## config.mk

```make
export PLATFORM = sky130hd
export DESIGN_NAME = multi_channel_soft_timer_bank
export DESIGN_NICKNAME = d
export VERILOG_FILES = /design/src/rtl/core/stbk_pkg.sv /design/src/rtl/core/multi_channel_soft_timer_bank.sv /design/src/rtl/core/stbk_cell.sv /design/src/rtl/core/stbk_update.sv
export SDC_FILE = /design/constraint.sdc
export NUM_CORES = 1
export LEC_CHECK = 0
export BUFFER_PORTS_ARGS = -buffer_cell sky130_fd_sc_hd__clkbuf_2
export CORE_MARGIN = 4
export CORE_UTILIZATION = 40
export DETAILED_ROUTE_END_ITERATION = 7
export GPL_TIMING_DRIVEN = 0
export PLACE_DENSITY_LB_ADDON = 0.3
export SYNTH_ARGS = -nofsm -noshare
export SYNTH_HDL_FRONTEND = slang
export SYNTH_SLANG_ARGS = --single-unit
```

## constraint.sdc

```tcl
create_clock -name clk_i -period 3.1 [get_ports clk_i]
set_input_delay 0.62 -clock clk_i [delete_from_list [all_inputs] [get_ports clk_i]]
set_output_delay 0.62 -clock clk_i [all_outputs]
set_load 0.01 [all_outputs]
```

## src/rtl/core/stbk_pkg.sv

```systemverilog
`default_nettype none

package stbk_pkg;

  localparam int NUM_TIMERS = 8;
  localparam int IdxW = (NUM_TIMERS > 1) ? $clog2(NUM_TIMERS) : 1;
  localparam int ReqW = 2;
  localparam int IdW = 8;
  localparam int DurW = 32;
  localparam int StatusW = 3;

  localparam logic [ReqW-1:0] REQ_START_ONCE     = 2'd0;
  localparam logic [ReqW-1:0] REQ_START_PERIODIC = 2'd1;
  localparam logic [ReqW-1:0] REQ_TICK           = 2'd2;
  localparam logic [ReqW-1:0] REQ_CHECK          = 2'd3;

  localparam logic [StatusW-1:0] ST_OK          = 3'd0;
  localparam logic [StatusW-1:0] ST_BAD_ID      = 3'd1;
  localparam logic [StatusW-1:0] ST_IN_USE      = 3'd2;
  localparam logic [StatusW-1:0] ST_NOT_IN_USE  = 3'd3;
  localparam logic [StatusW-1:0] ST_EXPIRED     = 3'd4;
  localparam logic [StatusW-1:0] ST_NOT_EXPIRED = 3'd5;

  typedef enum logic {
    StIdle,
    StRun
  } stbk_state_e;

  typedef struct packed {
    logic [DurW-1:0] count;
    logic [DurW-1:0] reload;
    logic            in_use;
    logic            expired;
    logic            periodic;
  } timer_rec_t;

  typedef struct packed {
    logic [ReqW-1:0] req;
    logic            hit;
    logic [DurW-1:0] dur;
  } upd_ctrl_t;

endpackage

`default_nettype wire

```

## src/rtl/core/multi_channel_soft_timer_bank.sv

```systemverilog
// Bank of countdown timers, one-shot or periodic, driven by a request channel.
// Input channel (in_valid_i/in_ready_o): one transaction is a request made of
// req_type_i (start one-shot, start periodic, tick, check), timer_id_i and
// duration_i. Output channel (out_valid_o/out_ready_i): one status per request.
// The timers sit in a ring of cells that rotates by one place per cycle while
// a request is served (unless stopped as below); a single update unit at the
// head of the ring serves the timer passing it, so a request takes one full turn.
// The next request is taken in the last cycle of the current turn.
// Reset clears every timer (not in use, not expired, one-shot, counts zero)
// and drops any pending status.
// When the receiver stalls, the status is held in the output register; the
// ring stops just before its last step until that register is free, so no
// further request is taken meanwhile.
`default_nettype none

module multi_channel_soft_timer_bank
  import stbk_pkg::*;
(
  input  wire                 clk_i,
  input  wire                 rst_ni,
  input  wire                 in_valid_i,
  output logic                in_ready_o,
  input  wire  [ReqW-1:0]     req_type_i,
  input  wire  [IdW-1:0]      timer_id_i,
  input  wire  [DurW-1:0]     duration_i,
  output logic                out_valid_o,
  input  wire                 out_ready_i,
  output logic [StatusW-1:0]  status_o
);

  stbk_state_e state_q, state_d;
  logic [IdxW-1:0] step_q, step_d;
  logic [ReqW-1:0] req_q, req_d;
  logic [IdW-1:0] id_q, id_d;
  logic [DurW-1:0] dur_q, dur_d;
  logic [StatusW-1:0] st_q, st_d;
  logic out_valid_q, out_valid_d;
  logic [StatusW-1:0] status_q, status_d;

  logic last;
  logic can_finish;
  logic advance;
  logic accept;

  timer_rec_t ring [NUM_TIMERS];
  timer_rec_t head_upd;
  upd_ctrl_t ctrl;
  logic [StatusW-1:0] hit_status;

  assign ctrl.req = req_q;
  assign ctrl.hit = (req_q != REQ_TICK) && (id_q == IdW'(step_q));
  assign ctrl.dur = dur_q;

  stbk_update u_update (
    .ctrl_i   (ctrl),
    .rec_i    (ring[0]),
    .rec_o    (head_upd),
    .status_o (hit_status)
  );

  for (genvar k = 0; k < NUM_TIMERS; k++) begin : g_cell
    if (k == NUM_TIMERS - 1) begin : g_tail
      stbk_cell u_cell (
        .clk_i   (clk_i),
        .rst_ni  (rst_ni),
        .shift_i (advance),
        .rec_i   (head_upd),
        .rec_o   (ring[k])
      );
    end else begin : g_body
      stbk_cell u_cell (
        .clk_i   (clk_i),
        .rst_ni  (rst_ni),
        .shift_i (advance),
        .rec_i   (ring[k+1]),
        .rec_o   (ring[k])
      );
    end
  end

  assign last       = (step_q == IdxW'(NUM_TIMERS - 1));
  assign can_finish = !out_valid_q || out_ready_i;
  assign advance    = (state_q == StRun) && (!last || can_finish);
  assign accept     = in_valid_i && in_ready_o;

  always_comb begin
    state_d     = state_q;
    step_d      = step_q;
    req_d       = req_q;
    id_d        = id_q;
    dur_d       = dur_q;
    st_d        = st_q;
    out_valid_d = out_valid_q;
    status_d    = status_q;
    in_ready_o  = 1'b0;

    if (out_valid_q && out_ready_i) begin
      out_valid_d = 1'b0;
    end

    case (state_q)
      StIdle: begin
        in_ready_o = 1'b1;
      end
      StRun: begin
        in_ready_o = last && can_finish;
        if (advance) begin
          if (ctrl.hit) begin
            st_d = hit_status;
          end
          step_d = step_q + IdxW'(1);
          if (last) begin
            out_valid_d = 1'b1;
            status_d    = ctrl.hit ? hit_status : st_q;
            state_d     = StIdle;
          end
        end
      end
      default: begin
        state_d = StIdle;
      end
    endcase

    if (accept) begin
      state_d = StRun;
      step_d  = '0;
      req_d   = req_type_i;
      id_d    = timer_id_i;
      dur_d   = duration_i;
      if ((req_type_i != REQ_TICK) && (timer_id_i >= IdW'(NUM_TIMERS))) begin
        st_d = ST_BAD_ID;
      end else begin
        st_d = ST_OK;
      end
    end
  end

  always_ff @(posedge clk_i or negedge rst_ni) begin
    if (!rst_ni) begin
      state_q     <= StIdle;
      step_q      <= '0;
      out_valid_q <= 1'b0;
    end else begin
      state_q     <= state_d;
      step_q      <= step_d;
      out_valid_q <= out_valid_d;
    end
  end

  always_ff @(posedge clk_i) begin
    req_q    <= req_d;
    id_q     <= id_d;
    dur_q    <= dur_d;
    st_q     <= st_d;
    status_q <= status_d;
  end

  assign out_valid_o = out_valid_q;
  assign status_o    = status_q;

endmodule

`default_nettype wire

```

## src/rtl/core/stbk_cell.sv

```systemverilog
`default_nettype none

module stbk_cell
  import stbk_pkg::*;
(
  input  wire        clk_i,
  input  wire        rst_ni,
  input  wire        shift_i,
  input  timer_rec_t rec_i,
  output timer_rec_t rec_o
);

  timer_rec_t rec_q;
  timer_rec_t rec_d;

  always_comb begin
    rec_d = rec_q;
    if (shift_i) begin
      rec_d = rec_i;
    end
  end

  always_ff @(posedge clk_i or negedge rst_ni) begin
    if (!rst_ni) begin
      rec_q <= '0;
    end else begin
      rec_q <= rec_d;
    end
  end

  assign rec_o = rec_q;

endmodule

`default_nettype wire

```

## src/rtl/core/stbk_update.sv

```systemverilog
`default_nettype none

module stbk_update
  import stbk_pkg::*;
(
  input  upd_ctrl_t             ctrl_i,
  input  timer_rec_t            rec_i,
  output timer_rec_t            rec_o,
  output logic [StatusW-1:0]    status_o
);

  logic [DurW-1:0] dec;

  assign dec = rec_i.count - DurW'(1);

  always_comb begin
    rec_o    = rec_i;
    status_o = ST_OK;
    case (ctrl_i.req)
      REQ_TICK: begin
        if (rec_i.in_use && (rec_i.count != '0)) begin
          rec_o.count = dec;
          if (dec == '0) begin
            rec_o.expired = 1'b1;
            if (rec_i.periodic) begin
              rec_o.count = rec_i.reload;
            end
          end
        end
      end
      REQ_START_ONCE, REQ_START_PERIODIC: begin
        if (ctrl_i.hit) begin
          if (rec_i.in_use) begin
            status_o = ST_IN_USE;
          end else begin
            rec_o.count    = ctrl_i.dur;
            rec_o.reload   = ctrl_i.dur;
            rec_o.in_use   = 1'b1;
            rec_o.periodic = (ctrl_i.req == REQ_START_PERIODIC);
            status_o       = ST_OK;
          end
        end
      end
      REQ_CHECK: begin
        if (ctrl_i.hit) begin
          if (!rec_i.in_use) begin
            status_o = ST_NOT_IN_USE;
          end else if (!rec_i.expired) begin
            status_o = ST_NOT_EXPIRED;
          end else begin
            rec_o.expired = 1'b0;
            if (!rec_i.periodic) begin
              rec_o.in_use = 1'b0;
            end
            status_o = ST_EXPIRED;
          end
        end
      end
      default: begin
        rec_o    = rec_i;
        status_o = ST_OK;
      end
    endcase
  end

endmodule

`default_nettype wire

```

== Yosys cells after proc, flatten, opt, wreduce, memory -nomap -nowiden ==
Cells that the tools add are included.
Operators by class
  order comparisons: 1
  add/sub/neg operators: 2
  mux-type cells: 39
  equal/unequal tests: 7
  bitwise gates (word level): 1
  reduce and logical (&&, ||, !) cells: 19
Operators with widths (count)
  65-bit 2-to-1 mux: 2
  32-bit 2-to-1 mux: 4
  32-bit case mux with 2 select lines: 1
  32-bit zero test: 1
  32-bit nonzero test: 1
  32-bit by 1-bit subtractor with 32-bit output, second input constant: 1
  3-bit 2-to-1 mux: 8
  1-bit 2-to-1 mux: 16
  8-bit by 3-bit equality test with 1-bit output: 1
  8-bit by 4-bit >= comparator with 1-bit output, second input constant: 1
  2-bit 2-to-1 mux: 4
  1-bit logical AND: 7
  1-bit case mux with 2 select lines: 3
  3-bit case mux with 2 select lines: 1
  2-bit equality test, second input constant: 2
  2-bit != test, second input constant: 2
  2-bit nonzero test: 2
  3-bit by 1-bit adder with 3-bit output, second input constant: 1
  3-bit equality test, second input constant: 1
  3-bit AND reduction: 1
  2-bit by 1-bit equality test with 1-bit output, second input constant: 1
  1-bit zero test: 2
  2-bit zero test: 1
  1-bit logical OR: 2
  other kinds (3): 3
Word-level totals
  logic and storage cells: 117
  output and inout port bits: 5
  bits in registers: 589
  bits of input ports: 46

== Longest topological paths before layout ==
Gate-level depths: netlist (run 1).
  depth in word-level cells: 7
  gate-level depth with buffers: 12
  mapped depth without buffers: 10

== Hierarchy ==
Synthesis (run 1) repeated with hierarchy kept, for this count alone.
Second synthesis, totals
  cells, all modules: 1663
  area, all modules: 25074.0 um^2
Modules (own cells, without submodules)
  stbk_cell: area an instance 2600.0 um^2, cells each 141, seq. area each 1676.6 um^2, instances 8
  stbk_update: area an instance 2392.3 um^2, cells each 431, seq. area each 0.0 um^2, instances 1
  multi_channel_soft_timer_bank: area an instance 1881.8 um^2, cells each 104, seq. area each 1566.5 um^2, instances 1

== Worst setup path after synthesis (run 1) ==
No wires, ideal clock.
  path kind: flip-flop to flip-flop
  start point: register g_cell[0].g_body.u_cell.rec_q (netlist bit g_cell[0].g_body.u_cell.rec_o[35])
  end point: register g_cell[7].g_tail.u_cell.rec_q (netlist bit g_cell[7].g_tail.u_cell.rec_o[39])
  data arrival time: 3.191 ns
  clock period less this slack: 3.269 ns
  data required time: 3.023 ns
  path slack: -0.169 ns
  setup time: 0.077 ns
  stages on the path, launching flop included: 13
  cells stage by stage: dfrtp_1 inv_1 ha_1 nor3b_1 clkbuf_1 nand4_1 nor4_1 xnor2_1 nand3_1 or4_1 clkbuf_2 or4_1 a21oi_1
Between the ends
  cells in the longest elaborated chain, start to end: 5
  elaborated cells on any way between the ends: 8
  classes of those cells: 1 x add/sub; 4 x mux; 3 x reduce/logical
RTL lines
  from (decl): line stbk_cell.sv:13  | timer_rec_t rec_q;
  from (signal assigned): line stbk_cell.sv:27  | rec_q <= rec_d;
  32-bit by 1-bit subtractor with 32-bit output: line stbk_update.sv:14  | assign dec = rec_i.count - DurW'(1);
  32-bit zero test / 32-bit 2-to-1 mux (equally long branches): line stbk_update.sv:23, stbk_update.sv:25
  32-bit 2-to-1 mux: line stbk_update.sv:23  | if (dec == '0) begin
  32-bit 2-to-1 mux *: line stbk_update.sv:21  | if (rec_i.in_use && (rec_i.count != '0)) begin
  32-bit case mux with 2 select lines *: line stbk_update.sv:19  | case (ctrl_i.req)
  to (signal assigned): line stbk_cell.sv:27
  to (decl): line stbk_cell.sv:13
Every way passes the cells marked *; elsewhere a longest branch is shown, timed or not.
A chain may end at the register's enable or synchronous reset.

== Worst setup path in the final report (run 1) ==
Same ends and word-level chain as after synthesis.

==> summary.md, run 1 <==
| Metric | Value |
|---|---|
| Psw | `about 11 mW` |
| Final RePlAce weighted congestion | `0.9669` |
| Critical path type | `reg2reg` |
| Initial antenna violation count | `1` |
| Cell row count | `between 80 and 90` |
| Core ar. | `around 59000 um2` |
| Seq/Total Area, Yosys | `62.64%` |
| Final ANT Viol Nets | `0` |
| Cell Pwr Density | `1044 nW/um2` |
| Tightest Hold Check Type | `in2async` |
| RSZ-0062 raised after global routing | `true` |
| NumNets Final | `2903` |
| Routed len/inst | `between 15 and 20 um` |
| CP max-delay cell | `or4_4` |
| Logic pwr share | `between 20% and 30%` |
| Die area | `63760 um2` |
| CP required | `3.64 ns` |
| Starting Density | `40.44%` |
| Rel. slew slack | `34.35%` |
| Cells after synthesis | `2699` |
| Clk_skew | `0.04694 ns` |
| Clock Latency Late Sink | `about 0.65 ns` |
| Synth unique cells | `61` |
| Cell Area, Placed | `~25000 um2` |
| Crit path DAT | `between 3 and 4 ns` |
| Reg power frac | `46.0%` |
| DR iter-0 viols | `1559` |
| Clock power frac | `between 20% and 30%` |
| Worst-margin pin slew | `0.9848 ns` |
| H-tree depth | `2` |
| All-Layer GR Usage | `between 20% and 30%` |
| Area delta synth->final | `18.09%` |
| CTS tree | `done` |
| CP max stage delay | `0.59 ns` |
| Largest net degree at the start of global routing | `109` |
| Clock-pin slew of the registers on the worst-case setup and hold paths | `around 0.060 ns` |
| Min Tclk post-route | `between 3 and 4 ns` |
| Detailed placement HPWL | `50850 um` |
| Maximum clock rate | `slightly above 300 MHz` |
| Final setup vio count | `9` |
| MaxCap Viol Count | `0` |
| Port Buffers | `50` |
| Clock buffer count from CTS | `60` |
| Outcome | `finished with violations` |
| Drt drc | `0` |
| Most frequent cells in the layout | `nand2_1 (1505), dfrtp_1 (533), clkbuf_1 (119)` |
| Fin. Hold Viols | `0` |
| Met3 global-route usage | `5.022%` |
| Maximum vdd drop | `0.6223 mV` |
| Post-Synthesis Net Count | `2749` |
| Clk buf depth | `3` |
| Most common library cell in the layout ignoring fill and taps | `nand2_1` |
| Worst path cell trace | `inv_4 -> ha_4 -> nor3b_4 -> buf_8 -> nand4_1 -> xnor2_2 -> nor4_2 -> nand3_1 -> or4_4 -> or4_4 -> a21oi_2` |
| First-pass GRT wire length | `111500 um` |
| Sw Ratio | `38.10%` |
| Avg Cell Area, Syn | `roughly 8.9 um2` |
| Pint | `18.26 mW` |
| Remaining global-route overflow | `0` |
| Cts hold-fix bufs | `0` |
| Worst Setup End Kind | `flop` |
| Synth Register Bits | `a little under 600` |
| EDFF count, synth | `48` |
| Leakage Power | `14.31 nW` |
| Non-Filler Cell Area, Final | `between 20000 and 30000 um2` |
| Reg2reg path depth | `11` |
| Total Power | `29.49 mW` |
| Failing checks | `negative setup slack` |
| Critical Path Source Type | `flop` |
| Yosys warnings | `0` |
| DRT Pass-1 Iters | `6` |
| GRT met2 Usage | `34.46%` |
| Final WL | `slightly above 70000 um` |
| Number of global-route vias before repair | `between 15000 and 20000` |
| Layout cell share with drive strength beyond 1 | `10.81%` |
| Met1 Resource Use GR | `a little under a third` |
| Ys flop type | `dfrtp_1` |
| Die X | `252.5 um` |
| Die Y | `~250 um` |
| Async set or reset register ratio after synthesis | `91.85%` |
| Final worst-path setup slack | `-0.1753 ns` |
| I/O Pins | `between 50 and 60` |
| Mapped cell area | `23910 um2` |
| Gr busiest metal | `met2` |
| Critical path's most frequent cell | `or4_4` |
| Critical-path maximum fanout | `7` |
| Vias per inst | `5.228` |
| Via Count | `slightly below 20000` |
| Fin util | `47.76%` |
| Dpl ws | `-1.248 ns` |
| Slew Limit Fails | `0` |
| Root Driver | `clkbuf_16` |
| Clock sink count | `589` |
| Period Utilization, post-route | `105.7%` |
==> synthesized netlist by cell type, drive strengths merged (11+ instances only) <==
cell    instances  area share, %
dfrtp         541             57
inv            13           0.20
a21oi          38           0.80
nor2           86            1.3
nor3           25           0.52
clkbuf        151            2.4
o21ai          31           0.65
nand2        1506             24
nand4          32           0.84
buf            11           0.24
a31oi          44            1.2
edfxtp         48            6.0
nor4           26           0.91
nand3          25           0.52
==> worst paths after layout <==
kind | from | endpoint | slack [ns]
hold reg to reg | g_cell[2].g_body.u_cell.rec_o[2] | g_cell[1].g_body.u_cell.rec_o[2] | 0.46
min in group clk_i | timer_id_i[1] | id_q[1] | 0.15
setup reg to reg | g_cell[0].g_body.u_cell.rec_o[35] | g_cell[7].g_tail.u_cell.rec_o[39] | -0.18
hold / removal | rst_ni | g_cell[2].g_body.u_cell.rec_o[1] | 0.05
max in group asynchronous | rst_ni | g_cell[5].g_body.u_cell.rec_o[6] | 1.26
setup / recovery | g_cell[0].g_body.u_cell.rec_o[35] | g_cell[7].g_tail.u_cell.rec_o[39] | -0.18
==> power by group through the flow <==
stage	registers (mW)	clock network, mW	logic [mW]
after floorplan	12.3	0	5.29
after global placement	13.4	0	7.41
after detailed placement	13.4	0	7.66
after CTS	13.5	7.77	8.04
after global routing	13.8	8.11	9.38
final	13.6	7.63	8.29
==> routing by layer <==
metal,up-vias,share of wire (%),wire (um)
met4,0,5.2,3765
met5,-,0,0
met3,186,7.6,5447
li1,8930,-,-
met2,666,44,31710
met1,9453,43,31020
==> what timing repair did <==
action	4_1_cts	5_1_grt
pin swaps	31	45
gates cloned	1	1
resized for setup	77	78
endpoints found under the setup margin	245	171
buffers inserted	27	21
==> state kept, by name, summed over array words and instances (netlist names) <==
register / count
out_valid_o: 1
g_cell.g_body.u_cell.rec_o: 469
status_o: 3
step_q: 3
req_q: 2
dur_q: 32
state_q: 1
g_cell.g_tail.u_cell.rec_o: 67
st_q: 3
id_q: 8
==> final cells by class <==
class | count | area, um2
Buffer | 150 | 658.1
Clock inverter | 39 | 442.9
Fill cell | 5506 | 30890
Inverter | 13 | 51.30
Sequential cell | 589 | 14990
Timing Repair Buffer | 104 | 832.0
Tap cell | 773 | 967.2
Clock buffer | 75 | 1649
Antenna cell | 1 | 2.502
Multi-Input combinational cell | 1935 | 8648
==> worst max-delay path: cells and delay by family (launching register included) <==
family	cells	cell delay, ns
compound gates	1	0.14
xor+xnor	1	0.23
fa+ha+maj	1	0.17
buf+inv	2	0.25
flops	1	0.45
simple gates	6	1.96
==> stage by stage <==
| stage | instances | hold slack, ns | setup TNS, ns |
|---|---|---|---|
| floorplan | 2699 | 0.3244 | -0.2210 |
| global placement | 3522 | 0.4461 | -5858.23 |
| detailed placement | 3528 | 0.4520 | -80.65 |
| CTS | 3662 | 0.05382 | -2.602 |
| global route | 3678 | 0.09113 | -2.943 |
| finish | 3679 | 0.05056 | -0.7135 |
==> cell families (layout without fill, tap and decap cells) <==
| kind of cell | count (synthesis) | in the layout | synth area share, % |
|---|---|---|---|
| adders and majority gates | 4 | 4 | 0.2093 |
| AOI/OAI and AO/OA | 173 | 173 | 4.688 |
| buffers and inverters | 175 | 381 | 2.820 |
| DFF | 589 | 589 | 62.64 |
| xor gates and xnor gates | 12 | 12 | 0.4395 |
| and+or+nand+nor | 1743 | 1743 | 29.07 |
| muxes | 3 | 3 | 0.1308 |
| other | 0 | 1 | 0 |
Note: power is estimated with default switching activity, not from simulation.
==> run 2: changes to the inputs <==
--- a/config.mk
+++ b/config.mk
@@ -10,7 +10,7 @@
 export CORE_UTILIZATION = 40
 export DETAILED_ROUTE_END_ITERATION = 7
 export GPL_TIMING_DRIVEN = 0
-export PLACE_DENSITY_LB_ADDON = 0.3
+export PLACE_DENSITY = 0.65
 export SYNTH_ARGS = -nofsm -noshare
 export SYNTH_HDL_FRONTEND = slang
 export SYNTH_SLANG_ARGS = --single-unit
==> run 2 against run 1 <==
  * The flow still finishes with violations (negative setup slack)
  * Clock power shrank 3%
  * Clock-buffer cell count increased by 21
  * First-iteration DRC count up 14%
  * Total power is 0.60% lower
  * Clock skew down 0.014 ns
  * Largest cell class unchanged
  * Highest routed layer unchanged
==> summary.md, run 2 (synthesized netlist as in run 1, its figures left out) <==
| Metric | Value |
|---|---|
| I/O Pins | `51 (unchanged)` |
| Clk buf depth | `3 (unchanged)` |
| Initial antenna violation count | `0 (-1)` |
| Cell row count | `89 (unchanged)` |
| First-pass GRT wire length | `112900 um (+1.2%)` |
| Outcome | `finished with violations` |
| Port Buffers | `50 (unchanged)` |
| Setup Total Neg Slack | `-2.653 ns (-1.939 ns)` |
| Vias per inst | `5.224 (about the same)` |
| NumNets Final | `2907 (+0.14%)` |
| Clock sink count | `589 (unchanged)` |
| Min Tclk post-route | `3.398 ns (+0.1228 ns)` |
| Period Utilization, post-route | `109.6% (+4.0 points)` |
| Top Layer Used | `met4` |
| Root Driver | `clkbuf_16` |
| Dpl ws | `-1.105 ns (+0.1426 ns)` |
| Largest net degree at the start of global routing | `122 (+12%)` |
| CP max stage delay | `0.56 ns (-0.03 ns)` |
| Crit path buf inv count | `2 (unchanged)` |
| DRT Pass-1 Iters | `6 (unchanged)` |
| Ant. Diodes | `0 (-1)` |
| Routed len/inst | `19.69 um (+0.70%)` |
| Failing checks | `negative setup slack` |
| Die Y | `252.5 um (unchanged)` |
| Routed length on met1 | `32080 um (+3.4%)` |
| Worst path cell trace | `buf_6 -> or4_4 -> or3_4 -> buf_6 -> nor4_4 -> xnor2_2 -> nand3_1 -> or4_4 -> or4_4 -> a21oi_2` |
| Top Family by Delay on Critical Path | `simple AND/OR/NAND/NOR gates` |
| Max FFs per register | `469 (unchanged)` |
| Final worst-path setup slack | `-0.2980 ns (-0.1228 ns)` |
| Die area | `63760 um2 (unchanged)` |
| Clock Latency Late Sink | `0.64 ns (about the same)` |
| Cell Area, Placed | `25310 um2 (unchanged)` |
| Fill count | `5552 (+0.84%)` |
| Critical path's most frequent cell | `or4_4` |
| Final setup vio count | `27 (+18)` |
| All-Layer GR Usage | `22.84% (+0.29 points)` |
| Critical-path maximum fanout | `4 (-3)` |
| CP required | `3.66 ns (+0.02 ns)` |
| Starting Density | `40.44% (unchanged)` |
| Worst Setup End Kind | `flop` |
| Critical path type | `reg2reg` |
| Cell Pwr Density | `1038 nW/um2 (-0.60%)` |
| MaxCap Viol Count | `0 (unchanged)` |
| Fin util | `47.76% (about the same)` |
| Layout cell share with drive strength beyond 1 | `10.32% (-0.49 points)` |
| Maximum clock rate | `294.3 MHz (-3.6%)` |
| Worst-margin pin slew | `0.8675 ns (-0.1173 ns)` |
| RSZ-0062 raised after global routing | `true` |
| Most frequent cells in the layout | `nand2_1 (1505), dfrtp_1 (533), clkbuf_1 (132)` |
| Rel. slew slack | `41.95% (+7.6 points)` |
| Clock-pin slew of the registers on the worst-case setup and hold paths | `0.06 ns (about the same)` |
| DR WL met3 | `5000 um (-8.2%)` |
| Hold Worst Slack | `0.1528 ns (+0.1023 ns)` |
| CTS tree | `done` |
| Non-Filler Cell Area, Final | `28240 um2 (about the same)` |
| Fin. Hold Viols | `0 (unchanged)` |
| Most common library cell in the layout ignoring fill and taps | `nand2_1` |
| Core ar. | `59130 um2 (unchanged)` |
| Number of global-route vias before repair | `19070 (-0.58%)` |
| Final ANT Viol Nets | `0 (unchanged)` |
| DR iter-0 viols | `1773 (+14%)` |
| Maximum vdd drop | `0.5288 mV (-15%)` |
| Layout Cells excl Fill | `3680 (+0.027%)` |
| Drt drc | `0 (unchanged)` |
| Slew Limit Fails | `0 (unchanged)` |
| Detailed placement HPWL | `51610 um (+1.5%)` |
| H-tree depth | `2 (unchanged)` |
| Crit path DAT | `3.96 ns (+0.14 ns)` |
| Critical Path Source Type | `flop` |
| Clk_skew | `0.03299 ns (-0.01395 ns)` |
| Wire length on met2 | `32740 um (+3.3%)` |
| Area delta synth->final | `18.08% (about the same)` |
| Placed cells | `3528 (unchanged)` |
| Final RePlAce weighted congestion | `0.9798 (+1.3%)` |
| Clock buffer count from CTS | `61 (+1.7%)` |
| Tightest Hold Check Type | `in2reg` |
| Leakage Power | `14.31 nW (about the same)` |
| Die X | `252.5 um (unchanged)` |
| Remaining global-route overflow | `0 (unchanged)` |
| Final WL | `72460 um (+0.73%)` |
| Total Power | `29.32 mW (-0.60%)` |
| Via Count | `19230 (-0.047%)` |
| CP max-delay cell | `or4_4` |
-- run 2: changes by cell type in the layout (fill, tap and decap cells not counted), sizes merged --
cell and delta:
bufinv -4, inv -3, clkinv -11, diode -1, clkbuf +23, dlygate4sd3 +1, clkinvlp -4
-- run 2: worst paths after layout --
kind | cells after the start | slack [ns] | to | startpoint
worst min register to register | 2 | 0.46 | g_cell[0].g_body.u_cell.rec_o[30] | g_cell[1].g_body.u_cell.rec_o[30]
worst min-delay path | 1 | 0.15 | dur_q[18] | duration_i[18]
worst max register to register | 10 | -0.30 | g_cell[7].g_tail.u_cell.rec_o[45] | g_cell[0].g_body.u_cell.rec_o[59]
worst max-delay path | 10 | -0.30 | g_cell[7].g_tail.u_cell.rec_o[45] | g_cell[0].g_body.u_cell.rec_o[59]
min in group asynchronous | 2 | 0.53 | g_cell[2].g_body.u_cell.rec_o[50] | rst_ni
max in group asynchronous | 4 | 1.15 | g_cell[4].g_body.u_cell.rec_o[10] | rst_ni
-- run 2: final cells by class --
type | instances | area (um2) | share of cell area (%)
repair buffers | 105 | 863.3 | 3.057
clock inverters | 17 | 244.0 | 0.8640
plain buffers | 152 | 676.9 | 2.397
inverters | 13 | 51.30 | 0.1817
flip-flops and latches | 589 | 14990 | 53.08
multi-input cells | 1935 | 8638 | 30.59
clock buffers | 96 | 1808 | 6.403
well taps | 773 | 967.2 | 3.425
-- run 2: routing by layer --
metal | global-route usage [%] | up-vias
li1 | - | 8925
met1 | 32.54 | 9539
met2 | 35.64 | 612
met3 | 3.900 | 150
met4 | 8.146 | 0
met5 | 0 | -
-- run 2: power breakdown --
part / internal [mW] / leakage, nW / switching (mW) / total, mW
sequential: 11.0 / 7.44 / 2.54 / 13.5
combinational: 2.83 / 5.87 / 5.55 / 8.38
clock: 4.34 / 1.00 / 3.10 / 7.43
-- run 2: what timing repair did --
item,4_1_cts,5_1_grt
hold buffers,1,0
setup buffers,26,21
hold endpoints to repair,49,0
pin swaps,37,30
gates cloned,2,0
setup endpoints to repair,220,223
gates resized for setup,84,71
==> run 3: changes to the inputs <==
--- a/config.mk
+++ b/config.mk
@@ -5,12 +5,14 @@
 export SDC_FILE = /design/constraint.sdc
 export NUM_CORES = 1
 export LEC_CHECK = 0
+export ABC_AREA = 1
 export BUFFER_PORTS_ARGS = -buffer_cell sky130_fd_sc_hd__clkbuf_2
 export CORE_MARGIN = 4
-export CORE_UTILIZATION = 40
+export CORE_UTILIZATION = 27
 export DETAILED_ROUTE_END_ITERATION = 7
 export GPL_TIMING_DRIVEN = 0
-export PLACE_DENSITY = 0.65
+export PLACE_DENSITY = 0.5
+export SETUP_SLACK_MARGIN = 0.4
 export SYNTH_ARGS = -nofsm -noshare
 export SYNTH_HDL_FRONTEND = slang
 export SYNTH_SLANG_ARGS = --single-unit
==> run 3 against run 2 <==
  * The run now ends clean
  * Sequential share of layout area decreased by 1.6 points
  * Area after synthesis increased by 2.9%
  * Combinational power rose by 19%
==> summary.md, run 3 <==
| Metric | Value |
|---|---|
| Outcome | `finished, final reports clean` |
| Ys flop type | `dfrtp_1` |
| Detailed placement HPWL | `53950 um (+4.5%)` |
| Die X | `309.9 um (+23%)` |
| Most frequent cells in the layout | `nand2_1 (1164), dfrtp_1 (536), o21ai_0 (244)` |
| Largest net degree at the start of global routing | `104 (-15%)` |
| NumNets Final | `3032 (+4.3%)` |
| Async set or reset register ratio after synthesis | `91.85% (unchanged)` |
| H-tree depth | `3 (+1)` |
| Core ar. | `90150 um2 (+52%)` |
| Initial antenna violation count | `1 (+1)` |
| Port Buffers | `50 (unchanged)` |
| EDFF count, synth | `48 (unchanged)` |
| Clk buf depth | `3 (unchanged)` |
| Wire length on met2 | `34040 um (+4.0%)` |
| Pint | `18.57 mW (+2.4%)` |
| CTS tree | `done` |
| CP max stage delay | `0.41 ns (-0.15 ns)` |
| MaxCap Viol Count | `0 (unchanged)` |
| Worst-margin pin slew | `0.8730 ns (+0.005444 ns)` |
| Layout Cells excl Fill | `4207 (+14%)` |
| Crit path DAT | `3.19 ns (-0.77 ns)` |
| Synth Register Bits | `589 (unchanged)` |
| Critical path type | `reg2reg` |
| Worst path cell trace | `inv_2 -> ha_4 -> nand2_8 -> nor2_4 -> inv_2 -> nand2_1 -> nand4_1 -> nor2_2 -> nand2_1 -> nor2_2 -> nand2_2 -> nor2_4 -> buf_6 -> nand4_1 -> nand2_1 -> nand2_1 -> a21oi_2` |
| Rel. slew slack | `41.80% (-0.15 points)` |
| Worst Setup End Kind | `flop` |
| Cell row count | `110 (+24%)` |
| Share of the synthesized area in the top cell type | `55.02% (-1.6 points)` |
| Yosys warnings | `0 (unchanged)` |
| Post-Synthesis Net Count | `2887 (+5.0%)` |
| Top Family by Delay on Critical Path | `simple AND/OR/NAND/NOR gates` |
| Clock sink count | `589 (unchanged)` |
| Final setup vio count | `0 (-100%)` |
| Final worst-path setup slack | `0.4320 ns (+0.7301 ns)` |
| Area delta synth->final | `18.27%` |
| Leakage Power | `14.04 nW (-1.9%)` |
| Top cells by area, synth | `dfrtp_1 (55%), nand2_1 (18%), edfxtp_1 (5.9%)` |
| Psw | `12.03 mW (+7.6%)` |
| Reg power frac | `41.2% (-4.9 points)` |
| Starting Density | `27.29% (-13 points)` |
| Synth area leader | `dfrtp_1` |
| Clock Latency Late Sink | `0.61 ns (-0.03 ns)` |
| Die Y | `309.9 um (+23%)` |
| Critical Path Source Type | `flop` |
| Critical path's most frequent cell | `nand2_1` |
| Synth unique cells | `37 (-39%)` |
| Most common library cell in the layout ignoring fill and taps | `nand2_1` |
| DRT Pass-1 Iters | `5 (-1)` |
| Remaining global-route overflow | `0 (unchanged)` |
| Clk_skew | `0.02325 ns (-0.009737 ns)` |
| Logic pwr share | `32.8% (+4.2 points)` |
| Maximum vdd drop | `0.4218 mV (-20%)` |
| Critical-path maximum fanout | `5 (+1)` |
| Vias per inst | `4.582 (-12%)` |
| Number of global-route vias before repair | `18970 (-0.53%)` |
| Cells after synthesis | `2837 (+5.1%)` |
| Final WL | `75800 um (+4.6%)` |
| Dpl ws | `-0.6709 ns (+0.4345 ns)` |
| Top Layer Used | `met4` |
| Mapped cell area | `24610 um2 (+2.9%)` |
| Final RePlAce weighted congestion | `0.9276 (-5.3%)` |
| DR iter-0 viols | `1622 (-8.5%)` |
| RSZ-0062 raised after global routing | `true` |
| Clock buffer count from CTS | `67 (+9.8%)` |
| Period Utilization, post-route | `86.06% (-24 points)` |
| All-Layer GR Usage | `15.75% (-7.1 points)` |
| Cell Pwr Density | `1052 nW/um2 (+1.3%)` |
| Final ANT Viol Nets | `0 (unchanged)` |
| DR WL met3 | `4009 um (-20%)` |
| Commonest cells in the synthesized netlist | `nand2_1 (1171), dfrtp_1 (541), o21ai_0 (246), inv_1 (170), nor2_1 (167)` |
| Avg Cell Area, Syn | `8.673 um2 (-2.1%)` |
| Clock power frac | `26.0% (+0.6 points)` |
| CP required | `3.62 ns (-0.04 ns)` |
| Seq/Total Area, Yosys | `60.88% (-1.8 points)` |
| Slew Limit Fails | `0 (unchanged)` |
| I/O Pins | `51 (unchanged)` |
| Layout cell share with drive strength beyond 1 | `12.28% (+2.0 points)` |
| Max FFs per register | `469 (unchanged)` |
| Top-count cell post-synth | `nand2_1` |
| CP max-delay cell | `dfrtp_1` |
| Clock-pin slew of the registers on the worst-case setup and hold paths | `0.06 ns (about the same)` |
| Fin. Hold Viols | `0 (unchanged)` |
| Routed length on met1 | `35680 um (+11%)` |
| Sw Ratio | `39.32% (+1.2 points)` |
| First-pass GRT wire length | `115800 um (+2.6%)` |
| Tightest Hold Check Type | `in2reg` |
| Min Tclk post-route | `2.668 ns (-0.7301 ns)` |
| Drt drc | `0 (unchanged)` |
| Placed cells | `4068 (+15%)` |
| Via Count | `19280 (+0.27%)` |
| Routed len/inst | `18.02 um (-8.5%)` |
| Root Driver | `clkbuf_16` |
| Crit path buf inv count | `3 (+1)` |
| Maximum clock rate | `374.8 MHz (+27%)` |
| Die area | `96030 um2 (+51%)` |
## run 3: cell count changes after synthesis, moves of 34 or more
cell      change
nand2_1     -335
o21ai_0     +215
inv_1       +157
a21oi_1      +98
nor2_1       +81
a31oi_1      -43
nand3_1      +36
clkbuf_1     -34
## run 3: per-layer routing
| metal | vias to the layer above | track usage, % |
|---|---|---|
| li1 | 9287 | - |
| met1 | 9401 | 22.66 |
| met2 | 472 | 24.46 |
| met3 | 117 | 2.567 |
| met4 | 0 | 4.827 |
| met5 | - | 0 |
## run 3: layout make-up
class / count / area, um2
Sequential cell: 589 / 14990
Timing Repair inverter: 2 / 15.01
Tap cell: 1176 / 1471
Clock inverter: 20 / 241.5
Buffer: 149 / 734.5
Inverter: 179 / 683.2
Timing Repair Buffer: 73 / 550.5
Clock buffer: 97 / 1942
Multi-Input combinational cell: 1921 / 8476
Antenna cell: 1 / 2.502
Fill cell: 9485 / 61050
## run 3: through the flow
step	area [um2]	utilization, %	power, mW	setup TNS [ns]	hold slack, ns
5_1_grt	29100	32.28	32.70	0	0.1595
3_3_place_gp	26330	29.21	22.18	-6432.67	0.4510
6_report	29100	32.28	30.61	0	0.1952
3_5_place_dp	26480	29.37	22.30	-79.22	0.4518
4_1_cts	28790	31.94	30.45	0	0.1550
2_1_floorplan	24610	-	18.44	0	0.3244
## run 3: power groups by stage
stage          sequential (mW)  combinational [mW]  clock [mW]
2_1_floorplan             12.0                6.41           0
3_3_place_gp              12.7                9.49           0
3_5_place_dp              12.7                9.64           0
4_1_cts                   12.6                9.76        8.13
5_1_grt                   12.9                11.3        8.47
6_report                  12.6                10.0        7.95
## run 3: timing repair
action | 4_1_cts | 5_1_grt
buffers inserted | 2 | 13
hold buffers | 1 | 0
endpoints found under the hold margin | 42 | 0
cloned | 1 | 4
setup endpoints to repair | 469 | 324
pin swaps | 2 | 18
gates resized for setup | 52 | 106
## run 3: kinds of logic (layout without fill, tap and decap cells)
kind of cell	Yosys count	in the layout	synth area share, %
AOI/OAI and AO/OA	422	422	9.051
xor gates and xnor gates	3	3	0.1068
adders and majority gates	4	4	0.2034
buffers and inverters	328	520	5.293
DFF	589	589	60.88
other	0	1	0
and+or+nand+nor	1491	1492	24.47
## run 3: final timing paths
path	start	end	slack, ns	cells after the start
setup / recovery	g_cell[0].g_body.u_cell.rec_o[36]	g_cell[7].g_tail.u_cell.rec_o[48]	0.43	17
hold / removal	duration_i[18]	dur_q[18]	0.20	1
max in group asynchronous	rst_ni	g_cell[0].g_body.u_cell.rec_o[39]	1.17	4
min in group asynchronous	rst_ni	g_cell[5].g_body.u_cell.rec_o[22]	0.53	2
setup reg to reg	g_cell[0].g_body.u_cell.rec_o[36]	g_cell[7].g_tail.u_cell.rec_o[48]	0.43	17
hold reg to reg	g_cell[4].g_body.u_cell.rec_o[28]	g_cell[3].g_body.u_cell.rec_o[28]	0.46	2
